File: config.mk
export PLATFORM = sky130hd
export DESIGN_NAME = escaped_value_decoder_top
export DESIGN_NICKNAME = d
export VERILOG_FILES = /design/src/hw/rtl/evd_pkg.sv /design/src/hw/rtl/escaped_value_decoder_top.sv /design/src/hw/rtl/evd_fifo.sv /design/src/hw/rtl/evd_front.sv /design/src/hw/rtl/evd_back.sv
export SDC_FILE = /design/constraint.sdc
export NUM_CORES = 1
export LEC_CHECK = 0
export ABC_CLOCK_PERIOD_IN_PS = 7860
export BUFFER_PORTS_ARGS = -buffer_cell sky130_fd_sc_hd__buf_4
export CORE_MARGIN = 5
export CORE_UTILIZATION = 40
export CTS_CLUSTER_DIAMETER = 100
export CTS_CLUSTER_SIZE = 25
export DETAILED_ROUTE_END_ITERATION = 12
export GPL_TIMING_DRIVEN = 0
export PLACE_DENSITY_LB_ADDON = 0.25
export SLEW_MARGIN = 15
export SYNTH_ARGS = -nofsm -noshare
export SYNTH_HDL_FRONTEND = slang
export SYNTH_HIERARCHICAL = 1
export SYNTH_SLANG_ARGS = --single-unit
export TNS_END_PERCENT = 50
File: constraint.sdc
create_clock -name i_clk -period 7.86 [get_ports i_clk]
set_input_delay 0.786 -clock i_clk [delete_from_list [all_inputs] [get_ports i_clk]]
set_output_delay 0.786 -clock i_clk [all_outputs]
set_load 0.1 [all_outputs]
File: src/hw/rtl/evd_pkg.sv
// ----------------------------------------------------------------------------
// evd_pkg: shared types and constants of the escaped value decoder
// Byte classes, result word layout, character codes and helper functions.
// ----------------------------------------------------------------------------
package evd_pkg;

    localparam int EVD_MAX_LENGTH  = 2048;
    localparam int EVD_QUEUE_DEPTH = 4;
    localparam int EVD_SPACE_W     = 12;

    localparam logic [7:0] C_QUOTE  = 8'h22;
    localparam logic [7:0] C_BSLASH = 8'h5C;
    localparam logic [7:0] C_X      = 8'h78;
    localparam logic [7:0] C_ZERO   = 8'h30;
    localparam logic [7:0] C_SEVEN  = 8'h37;
    localparam logic [7:0] C_SPACE  = 8'h20;
    localparam logic [7:0] C_TILDE  = 8'h7E;

    // Classified input byte, as the front hands it to the back.
    typedef struct packed {
        logic [7:0] ch;
        logic [7:0] named;
        logic [3:0] hex_val;
        logic       is_zero;
        logic       is_quote;
        logic       is_bslash;
        logic       is_x;
        logic       is_oct;
        logic       is_hex;
        logic       is_print;
        logic       is_space;
    } t_cls;

    // One result word.
    typedef struct packed {
        logic [7:0]             out_byte;
        logic [EVD_SPACE_W-1:0] spaces_before;
        logic                   byte_valid;
        logic                   value_end;
        logic                   unterminated;
    } t_res;

    function automatic logic [4:0] hex_decode(input logic [7:0] c);
        logic [4:0] r;
        r = 5'b0;
        if (c >= 8'h30 && c <= 8'h39) begin
            r = {1'b1, 4'(c - 8'h30)};
        end else if (c >= 8'h61 && c <= 8'h66) begin
            r = {1'b1, 4'(c - 8'h57)};
        end else if (c >= 8'h41 && c <= 8'h46) begin
            r = {1'b1, 4'(c - 8'h37)};
        end
        return r;
    endfunction

    function automatic logic [7:0] named_escape(input logic [7:0] c);
        logic [7:0] r;
        case (c)
            8'h6E: r = 8'h0A;   // n
            8'h72: r = 8'h0D;   // r
            8'h62: r = 8'h08;   // b
            8'h76: r = 8'h0B;   // v
            8'h61: r = 8'h07;   // a
            8'h66: r = 8'h0C;   // f
            8'h74: r = 8'h09;   // t
            default: r = c;
        endcase
        return r;
    endfunction

endpackage

File: src/hw/rtl/escaped_value_decoder_top.sv
// ----------------------------------------------------------------------------
// escaped_value_decoder_top: escaped settings value decoder
// Decodes C-escaped quoted or unquoted values, a byte a cycle unless stalled.
// ----------------------------------------------------------------------------
// Push the raw bytes of a value, closed by a zero byte; pop decoded words.
// The first byte picks the mode: a double quote starts a quoted value with
// C escapes (named, \x with up to two hex digits, octal with up to three),
// any other printable byte starts an unquoted value that copies printable
// bytes and carries each run of spaces as spaces_before on the next copied
// byte. Every value closes with exactly one end word (value_end = 1), which
// flags unterminated when a quoted value lacks its closing quote. Input and
// output are both queues: push is taken while full is low, and the oldest
// word sits on the output ports while empty is low. A byte is taken every
// cycle while full is low; the back engine writes at most one word per
// cycle into the output queue, none while it is full, so a byte that breaks
// off a hex or octal escape is taken twice: once for the escape's word, then
// again in the quoted text. A byte waits in the classified-byte queue until
// the engine takes it, its word in the output queue until popped. Both
// queues hold EVD_QUEUE_DEPTH words, so either side may stall without the
// other. The space count saturates at the smaller of P_MAX_LENGTH and 4095.
// ----------------------------------------------------------------------------
module escaped_value_decoder_top #(
    parameter int P_MAX_LENGTH = evd_pkg::EVD_MAX_LENGTH
) (
    input  logic        i_clk,
    input  logic        i_rst_n,
    // byte side
    input  logic        push,
    output logic        full,
    input  logic [7:0]  i_in_byte,
    // result side
    output logic        empty,
    input  logic        pop,
    output logic [7:0]  o_out_byte,
    output logic [11:0] o_spaces_before,
    output logic        o_byte_valid,
    output logic        o_value_end,
    output logic        o_unterminated
);
    import evd_pkg::*;

    t_cls cls_in, cls_q;
    t_res res_new, res_q;
    logic mid_empty, mid_pop;
    logic res_full, res_push;

    // Front: classify the byte on the way in.
    evd_front u_front (
        .i_byte (i_in_byte),
        .o_cls  (cls_in)
    );

    // Hold classified bytes until the engine takes them.
    evd_fifo #(
        .P_WIDTH ($bits(t_cls)),
        .P_DEPTH (EVD_QUEUE_DEPTH)
    ) u_mid_q (
        .i_clk   (i_clk),
        .i_rst_n (i_rst_n),
        .i_push  (push),
        .i_data  (cls_in),
        .o_full  (full),
        .i_pop   (mid_pop),
        .o_data  (cls_q),
        .o_empty (mid_empty)
    );

    // Back: advance decode state, drop or emit one word per cycle unless res_full or no byte waits.
    evd_back #(
        .P_MAX_LENGTH (P_MAX_LENGTH)
    ) u_back (
        .i_clk        (i_clk),
        .i_rst_n      (i_rst_n),
        .i_item_valid (!mid_empty),
        .i_item       (cls_q),
        .o_item_pop   (mid_pop),
        .i_res_full   (res_full),
        .o_res_push   (res_push),
        .o_res        (res_new)
    );

    // Hold finished words for the consumer.
    evd_fifo #(
        .P_WIDTH ($bits(t_res)),
        .P_DEPTH (EVD_QUEUE_DEPTH)
    ) u_res_q (
        .i_clk   (i_clk),
        .i_rst_n (i_rst_n),
        .i_push  (res_push),
        .i_data  (res_new),
        .o_full  (res_full),
        .i_pop   (pop),
        .o_data  (res_q),
        .o_empty (empty)
    );

    assign o_out_byte      = res_q.out_byte;
    assign o_spaces_before = res_q.spaces_before;
    assign o_byte_valid    = res_q.byte_valid;
    assign o_value_end     = res_q.value_end;
    assign o_unterminated  = res_q.unterminated;

endmodule

File: src/hw/rtl/evd_fifo.sv
// ----------------------------------------------------------------------------
// evd_fifo: small register queue
// Generic first-in first-out queue with registered storage and a count.
// ----------------------------------------------------------------------------
module evd_fifo #(
    parameter int P_WIDTH = 8,
    parameter int P_DEPTH = 4
) (
    input  logic               i_clk,
    input  logic               i_rst_n,
    input  logic               i_push,
    input  logic [P_WIDTH-1:0] i_data,
    output logic               o_full,
    input  logic               i_pop,
    output logic [P_WIDTH-1:0] o_data,
    output logic               o_empty
);
    localparam int AW = (P_DEPTH > 1) ? $clog2(P_DEPTH) : 1;
    localparam int CW = $clog2(P_DEPTH + 1);

    logic [P_WIDTH-1:0] r_mem [P_DEPTH];
    logic [AW-1:0]      r_wr, r_rd;
    logic [CW-1:0]      r_count;
    logic               do_push, do_pop;

    assign o_full  = (r_count == CW'(P_DEPTH));
    assign o_empty = (r_count == '0);
    assign do_push = i_push && !o_full;
    assign do_pop  = i_pop && !o_empty;
    assign o_data  = r_mem[r_rd];

    always_ff @(posedge i_clk) begin
        if (do_push) begin
            r_mem[r_wr] <= i_data;
        end
    end

    always_ff @(posedge i_clk) begin
        if (!i_rst_n) begin
            r_wr    <= '0;
            r_rd    <= '0;
            r_count <= '0;
        end else begin
            if (do_push) begin
                r_wr <= (r_wr == AW'(P_DEPTH - 1)) ? '0 : r_wr + 1'b1;
            end
            if (do_pop) begin
                r_rd <= (r_rd == AW'(P_DEPTH - 1)) ? '0 : r_rd + 1'b1;
            end
            case ({do_push, do_pop})
                2'b10:   r_count <= r_count + 1'b1;
                2'b01:   r_count <= r_count - 1'b1;
                default: r_count <= r_count;
            endcase
        end
    end

endmodule

File: src/hw/rtl/evd_front.sv
// ----------------------------------------------------------------------------
// evd_front: input byte classifier
// Tags each accepted byte with the character classes the decoder needs.
// ----------------------------------------------------------------------------
module evd_front (
    input  logic          [7:0] i_byte,
    output evd_pkg::t_cls       o_cls
);
    import evd_pkg::*;

    logic [4:0] hex;

    assign hex = hex_decode(i_byte);

    always_comb begin
        o_cls.ch        = i_byte;
        o_cls.named     = named_escape(i_byte);
        o_cls.hex_val   = hex[3:0];
        o_cls.is_hex    = hex[4];
        o_cls.is_zero   = (i_byte == 8'h00);
        o_cls.is_quote  = (i_byte == C_QUOTE);
        o_cls.is_bslash = (i_byte == C_BSLASH);
        o_cls.is_x      = (i_byte == C_X);
        o_cls.is_oct    = (i_byte >= C_ZERO) && (i_byte <= C_SEVEN);
        o_cls.is_print  = (i_byte >= C_SPACE) && (i_byte <= C_TILDE);
        o_cls.is_space  = (i_byte == C_SPACE);
    end

endmodule

File: src/hw/rtl/evd_back.sv
// ----------------------------------------------------------------------------
// evd_back: decode engine
// Runs the mode and escape state machines and writes at most one result per cycle, none while i_res_full.
// ----------------------------------------------------------------------------
module evd_back #(
    parameter int P_MAX_LENGTH = evd_pkg::EVD_MAX_LENGTH
) (
    input  logic          i_clk,
    input  logic          i_rst_n,
    input  logic          i_item_valid,
    input  evd_pkg::t_cls i_item,
    output logic          o_item_pop,
    input  logic          i_res_full,
    output logic          o_res_push,
    output evd_pkg::t_res o_res
);
    import evd_pkg::*;

    localparam int SPACE_CAP_I = (P_MAX_LENGTH < 4095) ? P_MAX_LENGTH : 4095;
    localparam logic [EVD_SPACE_W-1:0] SPACE_CAP = EVD_SPACE_W'(SPACE_CAP_I);

    typedef enum logic [3:0] {
        MODE_START    = 4'b0001,
        MODE_QUOTED   = 4'b0010,
        MODE_UNQUOTED = 4'b0100,
        MODE_DONE     = 4'b1000
    } t_mode;

    typedef enum logic [5:0] {
        PH_NONE   = 6'b000001,
        PH_BSLASH = 6'b000010,
        PH_HEX0   = 6'b000100,
        PH_HEX1   = 6'b001000,
        PH_OCT1   = 6'b010000,
        PH_OCT2   = 6'b100000
    } t_phase;

    t_mode                  r_mode, n_mode;
    t_phase                 r_phase, n_phase;
    logic [8:0]             r_val, n_val;
    logic [EVD_SPACE_W-1:0] r_pend, n_pend;
    logic                   go, emit, retry;
    t_cls                   c;

    assign c  = i_item;
    assign go = i_item_valid && !i_res_full;

    always_comb begin
        n_mode  = r_mode;
        n_phase = r_phase;
        n_val   = r_val;
        n_pend  = r_pend;
        o_res   = '0;
        emit    = 1'b0;
        retry   = 1'b0;
        if (go) begin
            case (r_mode)
                MODE_START: begin
                    if (c.is_zero) begin
                        emit = 1'b1;
                        o_res.value_end = 1'b1;
                    end else if (c.is_quote) begin
                        n_mode  = MODE_QUOTED;
                        n_phase = PH_NONE;
                        n_val   = '0;
                    end else if (!c.is_print) begin
                        n_mode = MODE_DONE;
                        n_pend = '0;
                    end else if (c.is_space) begin
                        n_mode = MODE_UNQUOTED;
                        n_pend = EVD_SPACE_W'(1);
                    end else begin
                        n_mode = MODE_UNQUOTED;
                        n_pend = '0;
                        emit   = 1'b1;
                        o_res.out_byte   = c.ch;
                        o_res.byte_valid = 1'b1;
                    end
                end
                MODE_UNQUOTED: begin
                    if (c.is_zero) begin
                        emit = 1'b1;
                        o_res.value_end = 1'b1;
                        n_mode = MODE_START;
                        n_pend = '0;
                    end else if (!c.is_print) begin
                        n_mode = MODE_DONE;
                        n_pend = '0;
                    end else if (c.is_space) begin
                        if (r_pend < SPACE_CAP) begin
                            n_pend = r_pend + 1'b1;
                        end
                    end else begin
                        emit = 1'b1;
                        o_res.out_byte      = c.ch;
                        o_res.spaces_before = r_pend;
                        o_res.byte_valid    = 1'b1;
                        n_pend = '0;
                    end
                end
                MODE_QUOTED: begin
                    case (r_phase)
                        PH_BSLASH: begin
                            if (c.is_zero) begin
                                emit = 1'b1;
                                o_res.value_end    = 1'b1;
                                o_res.unterminated = 1'b1;
                                n_mode  = MODE_START;
                                n_phase = PH_NONE;
                                n_val   = '0;
                            end else if (c.is_x) begin
                                n_phase = PH_HEX0;
                                n_val   = '0;
                            end else if (c.is_oct) begin
                                n_phase = PH_OCT1;
                                n_val   = {6'b0, c.ch[2:0]};
                            end else begin
                                n_phase = PH_NONE;
                                emit = 1'b1;
                                o_res.out_byte   = c.named;
                                o_res.byte_valid = 1'b1;
                            end
                        end
                        PH_HEX0: begin
                            if (c.is_hex) begin
                                n_phase = PH_HEX1;
                                n_val   = {5'b0, c.hex_val};
                            end else begin
                                // emit the lone x, then replay this byte
                                n_phase = PH_NONE;
                                retry   = 1'b1;
                                emit    = 1'b1;
                                o_res.out_byte   = C_X;
                                o_res.byte_valid = 1'b1;
                            end
                        end
                        PH_HEX1: begin
                            n_phase = PH_NONE;
                            emit    = 1'b1;
                            o_res.byte_valid = 1'b1;
                            if (c.is_hex) begin
                                o_res.out_byte = {r_val[3:0], c.hex_val};
                            end else begin
                                retry = 1'b1;
                                o_res.out_byte = r_val[7:0];
                            end
                        end
                        PH_OCT1: begin
                            if (c.is_oct) begin
                                n_phase = PH_OCT2;
                                n_val   = {r_val[5:0], c.ch[2:0]};
                            end else begin
                                n_phase = PH_NONE;
                                retry   = 1'b1;
                                emit    = 1'b1;
                                o_res.out_byte   = r_val[7:0];
                                o_res.byte_valid = 1'b1;
                            end
                        end
                        PH_OCT2: begin
                            n_phase = PH_NONE;
                            emit    = 1'b1;
                            o_res.byte_valid = 1'b1;
                            if (c.is_oct) begin
                                o_res.out_byte = {r_val[4:0], c.ch[2:0]};
                            end else begin
                                retry = 1'b1;
                                o_res.out_byte = r_val[7:0];
                            end
                        end
                        default: begin
                            n_phase = PH_NONE;
                            if (c.is_zero) begin
                                emit = 1'b1;
                                o_res.value_end    = 1'b1;
                                o_res.unterminated = 1'b1;
                                n_mode = MODE_START;
                                n_val  = '0;
                            end else if (c.is_bslash) begin
                                n_phase = PH_BSLASH;
                                n_val   = '0;
                            end else if (c.is_quote) begin
                                n_mode = MODE_DONE;
                            end else begin
                                emit = 1'b1;
                                o_res.out_byte   = c.ch;
                                o_res.byte_valid = 1'b1;
                            end
                        end
                    endcase
                end
                default: begin
                    if (c.is_zero) begin
                        emit = 1'b1;
                        o_res.value_end = 1'b1;
                        n_mode  = MODE_START;
                        n_phase = PH_NONE;
                        n_val   = '0;
                        n_pend  = '0;
                    end
                end
            endcase
        end
    end

    assign o_item_pop = go && !retry;
    assign o_res_push = emit;

    always_ff @(posedge i_clk) begin
        if (!i_rst_n) begin
            r_mode  <= MODE_START;
            r_phase <= PH_NONE;
            r_val   <= '0;
            r_pend  <= '0;
        end else begin
            r_mode  <= n_mode;
            r_phase <= n_phase;
            r_val   <= n_val;
            r_pend  <= n_pend;
        end
    end

endmodule
==> impl_metrics.yaml, run 1 <==
outcome:
  status: "complete, no violations"
power_and_ir_drop:
  p_leak_uw: 0.00427
  ir_worst_vdd_mv: 0.158
  power_per_cell_area_nw_per_um2: 325
yosys:
  synth_edf_count: 204
  yosys-top-cells-area: "edfxtp_1, dfxtp_1, mux4_2"
  async_flop_share_pct: 0
  ys.flop_type: "edfxtp_1"
  avgSynthCellArea_um2: 14.6
  syn-cell-area_um2: 11600
  synth_top_cell_by_area: "edfxtp_1"
  yosysWarnings: 6
  synth_nets: 827
  synth_seq_cells: 252
  yosys.area.top_type_share_pct: 52.6
  netlist-cell-type-count: 83
  seq_area_frac_synth_pct: 60.9
  syn_inst: 795
floorplan:
  die_x_um: 181
  start_util_pct: 40.5
  rows: 62
  die_area_um2: 32600
  die_h_um: 181
  core_area_um2: 28700
  num_io_pins: 37
global_routing:
  grt_pass1_wl_um: 39400
  gr-total-overflow: 0
  grt_max_degree: 29
  grt_pass1_vias: 6943
  grt_use_total_pct: 14.9
  antenna_found_initial: 0
clock_network:
  ctsResizeCount: 0
  clk_latency_ns: 0.49
  cts_sinks: 252
  cts_htree_levels: 1
  cts_tree: "done"
  hold_buffers: 0
  post_cts_buffers: 0
  numCtsBuffers: 14
  root_buffer: "clkbuf_16"
  clkTransAtPathRegs_ns: 0.10
  clockBufferDepth: 3
final_layout:
  final_cell_mix: "edfxtp_1, dfxtp_1, buf_4, nor2_1, mux4_2"
  drive_gt1_share_pct: 19.9
  fillers: 2606
  num_antenna_cells: 0
  final_nets: 882
  utilization_pct: 44.9
  final_common_cell: "edfxtp_1"
  syn_to_final_growth_pct: 10.8
  fin_cells: 1242
place:
  place_hpwl_um: 16800
  numPortBuffers: 35
  globalplace.congestion: 0.865
  dp.cells: 1218
routing:
  final_antenna_net_count: 0
  dr.first_iter.drc_count: 533
  dr.pass1.iters: 5
  post_drt_via_cell_ratio: 5.56
  wl_per_cell_um: 19.7
  drt_wl_total_um: 24500
  vias: 6901
  drc: 0
setup_path:
  startpoint_type: "flip-flop"
  r2r_setup_slack_ns: 3.61
  worstSetupPathType: "flip-flop to flip-flop"
  cp_data_arrival_time_ns: 4.66
  required_ns: 8.27
  critPathMaxFanout: 10
  end_kind: "flip-flop"
sta:
  fin_setup_tns_ns: 0
  tightest_slew_ns: 0.965
  rsz0062_at_grt: "no"
  finalCritPeriodShare_pct: 54.1
  slew_headroom_pct: 34.8
  fmax_mhz: 235
  slew_viol_final: 0
  setup_viol: 0
  hold_viol: 0
  period_minus_slack_ns: 4.25
  holdWs_ns: 0.493
  finClkSkew_ns: 0.0265
job:
  drv_cap: 0
worst_hold_path:
  hold_path.class: "input port to flip-flop"
## routing by layer
| metal | global-route usage [%] | vias to the layer above | share of wire (%) |
|---|---|---|---|
| li1 | - | 3226 | - |
| met1 | 21.1 | 3472 | 45 |
| met2 | 24.7 | 171 | 48 |
| met3 | 2.14 | 32 | 4.7 |
| met4 | 2.81 | 0 | 1.8 |
| met5 | 0 | - | 0 |
## registers in the layout, indices dropped and copies added (netlist names), named ones only
| signal | count |
|---|---|
| u_mid_q/r_count | 3 |
| u_back/r_phase | 6 |
| u_mid_q/r_wr | 2 |
| u_res_q/r_mem | 92 |
| u_mid_q/r_rd | 2 |
| u_back/r_pend | 12 |
| u_res_q/r_rd | 2 |
| u_back/r_val | 8 |
| u_res_q/r_wr | 2 |
| u_res_q/r_count | 3 |
| u_mid_q/r_mem | 112 |
| u_back/r_mode | 4 |
## critical path, cell delays in order (launching register included)
cell      delay (ns)
dfxtp_1         0.31
buf_2           0.25
buf_2           0.34
mux4_2          0.39
clkbuf_1        0.47
nor4_1          0.12
a211o_1         0.31
a211oi_1        0.24
nor3_1          0.11
nor2b_1         0.15
buf_2           0.17
inv_1           0.06
ha_1            0.18
inv_1           0.06
fa_1            0.37
xor2_1          0.16
or3_1           0.30
a21boi_0        0.19
## cells in the mapped netlist, types with 6 or more instances
| cell | count |
|---|---|
| nand2b_1 | 11 |
| dfxtp_1 | 48 |
| a22o_1 | 12 |
| a21o_1 | 6 |
| nor3_1 | 14 |
| o21ai_0 | 17 |
| nand2_1 | 39 |
| edfxtp_1 | 204 |
| nor2b_1 | 9 |
| buf_4 | 9 |
| buf_2 | 18 |
| a31oi_1 | 8 |
| o31ai_1 | 6 |
| nor4_1 | 6 |
| mux4_2 | 40 |
| clkbuf_1 | 14 |
| a221o_1 | 6 |
| nor2_1 | 44 |
| xor2_1 | 6 |
| inv_1 | 25 |
| mux4_1 | 11 |
| a21oi_1 | 25 |
| and2_1 | 28 |
| ha_1 | 18 |
| xnor2_1 | 7 |
| mux2i_1 | 10 |
| or3_1 | 9 |
| and3_1 | 11 |
| mux2_2 | 6 |
| nand3_1 | 11 |
## report_power, final
group | switching [µW] | leakage [µW] | internal (µW)
Combinational | 1200 | 0.00185 | 513
Sequential | 64.8 | 0.00221 | 1630
Clock | 421 | 0.000207 | 364
Total | 1690 | 0.00427 | 2500
## cell type report
| class | instances | area, µm² | area share [%] |
|---|---|---|---|
| plain buffers | 47 | 313 | 2.43 |
| clock buffers | 22 | 402 | 3.11 |
| clock inverters | 2 | 25.0 | 0.194 |
| inverters | 26 | 97.6 | 0.757 |
| multi-input cells | 470 | 4150 | 32.2 |
| flip-flops and latches | 252 | 7090 | 55.0 |
| well taps | 384 | 480 | 3.73 |
| repair buffers | 39 | 343 | 2.66 |
## cells by family (layout without fill, tap and decap cells)
kind of cell	after synthesis	in the layout	share of synthesized area [%]
buffers and inverters	73	136	3.53
DFF	252	252	60.9
AOI/OAI and AO/OA	141	141	9.14
and+or+nand+nor	229	229	11.5
muxes	67	67	11.7
xor gates and xnor gates	13	13	0.979
adders and majority gates	20	20	2.28
## metrics by stage
step | power [µW] | setup slack [ns] | area (µm²)
floorplan | 3060 | 4.31 | 11600
global placement | 3430 | 3.48 | 12400
detailed placement | 3450 | 3.51 | 12500
CTS | 4230 | 3.43 | 12900
global route | 4390 | 3.26 | 12900
finish | 4190 | 3.61 | 12900
## final timing paths
| kind | from | end | depth (start not counted) |
|---|---|---|---|
| setup / recovery | flip-flop | u_res_q/r_count[2]$_SDFFE_PN0P_ | 17 |
| hold / removal | i_in_byte[2] | u_mid_q/r_mem[0][22]$_DFFE_PP_ | 1 |
| setup reg to reg | flip-flop | u_res_q/r_count[2]$_SDFFE_PN0P_ | 17 |
| hold reg to reg | u_res_q/r_wr[1]$_SDFFE_PN0P_ | u_res_q/r_wr[1]$_SDFFE_PN0P_ | 2 |
Note: power is estimated with default switching activity, not from simulation.
==> run 2, diff against run 1 <==
- ABC_CLOCK_PERIOD_IN_PS: 7860 -> 3600
- clock period: 7.86 -> 3.6 ns (I/O delays scaled with it)
==> impl_metrics.yaml, run 2 (same netlist as run 1, synthesis figures left out) <==
routing:
  drc: 0
  drt_wl_total_um: 24700
  wl_per_cell_um: 19.7
  post_drt_via_cell_ratio: 5.57
  final_antenna_net_count: 0
  vias: 6976
  dr.pass1.iters: 5
  dr.first_iter.drc_count: 551
final_layout:
  final_cell_mix: "edfxtp_1, buf_4, dfxtp_1"
  fin_area_um2: 13100
  fillers: 2599
  utilization_pct: 45.6
  largest_register_ffs: 112
  syn_to_final_growth_pct: 12.5
  reg.largest.list: "u_mid_q/r_mem (112), u_res_q/r_mem (92), u_back/r_pend (12)"
  num_antenna_cells: 0
  final_common_cell: "edfxtp_1"
  drive_gt1_share_pct: 22.8
  final_nets: 892
  top_register: "u_mid_q/r_mem"
sta:
  rsz0062_at_grt: "yes"
  setup_viol: 0
  hold_viol: 0
  period_minus_slack_ns: 3.55
  holdWs_ns: 0.0641
  finalCritPeriodShare_pct: 98.5
  slew_headroom_pct: 30.5
  slew_viol_final: 0
  fmax_mhz: 282
  tightest_slew_ns: 1.03
  finClkSkew_ns: 0.0258
  fin_setup_tns_ns: 0
setup_path:
  startpoint_type: "flip-flop"
  required_ns: 4.02
  end_kind: "flip-flop"
  worstSetupPathType: "flip-flop to flip-flop"
  cp_data_arrival_time_ns: 3.96
  critPathMaxFanout: 6
power_and_ir_drop:
  p_leak_uw: 0.00435
  clock_power_share_pct: 18.5
  p_switching_uw: 3730
  sw_frac_of_total_pct: 40.1
  ir_worst_vdd_mv: 0.345
  seqPwrFrac_pct: 39.8
  power_uw: 9280
  internal_power_uw: 5560
  p_comb_share_pct: 41.7
  power_per_cell_area_nw_per_um2: 709
clock_network:
  clkTransAtPathRegs_ns: 0.10
  clk_latency_ns: 0.49
  cts_htree_levels: 1
  numCtsBuffers: 14
  cts_tree: "done"
  root_buffer: "clkbuf_16"
  clockBufferDepth: 3
  hold_buffers: 0
  cts_sinks: 252
place:
  postPlaceCellArea_um2: 12500
  numPortBuffers: 35
  globalplace.congestion: 0.865
  place_hpwl_um: 16800
floorplan:
  rows: 62
  die_h_um: 181
  core_area_um2: 28700
  die_x_um: 181
  num_io_pins: 37
  start_util_pct: 40.5
  die_area_um2: 32600
worst_hold_path:
  hold_path.class: "input port to flip-flop"
global_routing:
  grt_use_total_pct: 15.0
  antenna_found_initial: 0
  gr-total-overflow: 0
  grt_pass1_vias: 6996
  grt_max_degree: 29
  grt_pass1_wl_um: 39700
job:
  drv_cap: 0
outcome:
  status: "complete, no violations"
[run 2: through the flow]
step | instances | worst slack, ns
after floorplan | 795 | 0.0459
after global placement | 1214 | -0.782
after detailed placement | 1218 | -0.746
after CTS | 1249 | 0.0187
after global routing | 1252 | -0.0701
final | 1252 | 0.0549
[run 2: critical path: stages (launching register included)]
cell and delay (ns):
dfxtp_2 0.36, buf_12 0.12, buf_12 0.12, mux4_2 0.60
or3b_4 0.44, a21oi_2 0.14, or3_4 0.15, a211oi_2 0.04
nor3_2 0.22, nor2b_1 0.17, buf_4 0.14, inv_1 0.05
ha_2 0.18, inv_2 0.05, fa_2 0.18, xor2_1 0.07
or3_1 0.30, a21boi_1 0.13
[run 2: worst paths after layout]
| kind | depth (start not counted) | slack (ns) | start | endpoint |
|---|---|---|---|---|
| worst min register to register | 2 | 0.51 | u_res_q/r_wr[1]$_SDFFE_PN0P_ | u_res_q/r_wr[1]$_SDFFE_PN0P_ |
| worst max-delay path | 17 | 0.05 | flip-flop | u_res_q/r_count[2]$_SDFFE_PN0P_ |
| worst min-delay path | 1 | 0.06 | i_in_byte[2] | u_mid_q/r_mem[0][22]$_DFFE_PP_ |
| worst max register to register | 17 | 0.05 | flip-flop | u_res_q/r_count[2]$_SDFFE_PN0P_ |
[run 2: power by group through the flow]
stage	registers, µW	logic [µW]	clock network (µW)
after CTS	3700	3830	1770
final	3700	3870	1720
after floorplan	3720	2960	0
after detailed placement	3770	3770	0
after global routing	3730	4100	1880
after global placement	3760	3720	0
[run 2: metal layers]
layer	GRT usage [%]	wire length [µm]	vias to the layer above
li1	-	-	3247
met1	21.2	11400	3507
met2	24.8	11700	188
met3	2.14	1050	34
met4	3.06	500	0
met5	0	0	-
[run 2: area by class of cell]
type | instances | area, µm² | share of cell area (%)
Sequential cell | 252 | 7090 | 54.1
Multi-Input combinational cell | 470 | 4210 | 32.2
Timing Repair Buffer | 50 | 425 | 3.25
Tap cell | 384 | 480 | 3.67
Inverter | 26 | 97.6 | 0.745
Clock buffer | 22 | 402 | 3.07
Buffer | 46 | 360 | 2.75
Clock inverter | 2 | 25.0 | 0.191
[run 2: repair_timing]
action                     4_1_cts  5_1_grt
buffers inserted                 8        3
setup endpoints to repair       97        3
pin swaps                        2        5
gates resized for setup         22       17
==> run 3, diff against run 2 <==
- CORE_UTILIZATION: 40 -> 45
==> impl_metrics.yaml, run 3 (same netlist as run 1, synthesis figures left out) <==
sta:
  tightest_slew_ns: 1.02
  finalCritPeriodShare_pct: 98.3
  worst_slack_ns: 0.0627
  period_minus_slack_ns: 3.54
  fin_setup_tns_ns: 0
  slew_headroom_pct: 31.4
  slew_viol_final: 0
  setup_viol: 0
  hold_viol: 0
  fmax_mhz: 283
  rsz0062_at_grt: "yes"
  finClkSkew_ns: 0.0343
global_routing:
  grt_pass1_vias: 6792
  grt_use_total_pct: 16.8
  grt_max_degree: 29
  gr-total-overflow: 0
  antenna_found_initial: 0
  grt_pass1_wl_um: 38700
setup_path:
  required_ns: 3.98
  end_kind: "flip-flop"
  cp_data_arrival_time_ns: 3.92
  worstSetupPathType: "flip-flop to flip-flop"
  startpoint_type: "flip-flop"
  critPathMaxFanout: 8
final_layout:
  reg.largest.list: "u_mid_q/r_mem (112), u_res_q/r_mem (92), u_back/r_pend (12)"
  top_register: "u_mid_q/r_mem"
  fillers: 2098
  syn_to_final_growth_pct: 12.6
  drive_gt1_share_pct: 23.6
  final_cell_mix: "edfxtp_1, buf_4, dfxtp_1"
  fin_area_um2: 13100
  final_nets: 901
  final_common_cell: "edfxtp_1"
  largest_register_ffs: 112
  num_antenna_cells: 0
worst_hold_path:
  hold_path.class: "input port to flip-flop"
floorplan:
  start_util_pct: 45.9
  core_area_um2: 25300
  die_x_um: 171
  die_h_um: 171
  num_io_pins: 37
  rows: 58
  die_area_um2: 29200
routing:
  final_antenna_net_count: 0
  dr.first_iter.drc_count: 737
  post_drt_via_cell_ratio: 5.89
  drt_wl_total_um: 24800
  vias: 7113
  wl_per_cell_um: 20.5
  dr.pass1.iters: 5
  drc: 0
power_and_ir_drop:
  p_leak_uw: 0.00440
  ir_worst_vdd_mv: 0.705
  power_per_cell_area_nw_per_um2: 713
place:
  place_ws_ns: -0.769
  place_hpwl_um: 16700
  numPortBuffers: 35
  globalplace.congestion: 0.863
  postPlaceCellArea_um2: 12400
clock_network:
  cts_htree_levels: 1
  numCtsBuffers: 14
  clkTransAtPathRegs_ns: 0.10
  clk_latency_ns: 0.50
  root_buffer: "clkbuf_16"
  clockBufferDepth: 3
  cts_sinks: 252
  cts_tree: "done"
  hold_buffers: 0
job:
  drv_cap: 0
outcome:
  status: "complete, no violations"
==> run 3: routing by layer <==
layer / vias up / GRT usage (%) / wire (µm)
li1: 3274 / - / -
met1: 3539 / 24.4 / 11200
met4: 0 / 3.33 / 482
met2: 263 / 27.7 / 11800
met3: 37 / 2.03 / 1230
met5: - / 0 / 0
==> run 3: worst paths after layout <==
path                                     to                            from  depth (start not counted)  slack [ns]
min          u_mid_q/r_mem[1][22]$_DFFE_PP_                    i_in_byte[2]                          1        0.08
max reg2reg    u_back/r_val[5]$_SDFFE_PN0P_                       flip-flop                         17        0.06
max            u_back/r_val[5]$_SDFFE_PN0P_                       flip-flop                         17        0.06
min reg2reg  u_back/r_pend[11]$_SDFFE_PN0P_  u_back/r_pend[10]$_SDFFE_PN0P_                          2        0.50
==> run 3: layout make-up <==
class,count,area (µm²),share of cell area [%]
plain buffers,45,332,2.53
clock buffers,21,398,3.04
clock inverters,3,55.1,0.420
inverters,26,97.6,0.745
multi-input cells,471,4250,32.4
flip-flops and latches,252,7090,54.1
well taps,330,413,3.15
repair buffers,59,468,3.57
==> run 3: what timing repair did <==
| item | in CTS | in global routing |
|---|---|---|
| cloned | 1 | 0 |
| pin swaps | 5 | 6 |
| setup buffers | 15 | 7 |
| gates resized for setup | 20 | 12 |
| endpoints found under the setup margin | 97 | 66 |
==> run 3: worst max-delay path, stage by stage, from the launching register on <==
cell	delay, ns
dfxtp_2	0.34
buf_8	0.13
buf_12	0.13
mux4_2	0.42
or3b_4	0.18
a21oi_4	0.06
buf_4	0.13
buf_4	0.12
buf_4	0.12
buf_4	0.12
buf_4	0.12
buf_4	0.12
buf_4	0.12
buf_4	0.12
buf_4	0.12
or4_1	0.48
a22o_2	0.35
a22o_1	0.25
==> run 3: report_power, final <==
| group | switching [µW] | internal (µW) |
|---|---|---|
| combinational | 2660 | 1200 |
| sequential | 149 | 3550 |
| clock | 912 | 860 |
| total | 3720 | 5610 |
==> run 3: stage by stage <==
stage	total power, µW	utilization (%)	instances	hold WS (ns)
2_1_floorplan	6680	-	795	0.442
4_1_cts	9360	51.3	1200	0.0617
3_3_place_gp	7470	48.6	1160	0.476
3_5_place_dp	7530	48.8	1162	0.485
6_report	9330	51.7	1207	0.0777
5_1_grt	9760	51.7	1207	0.0554
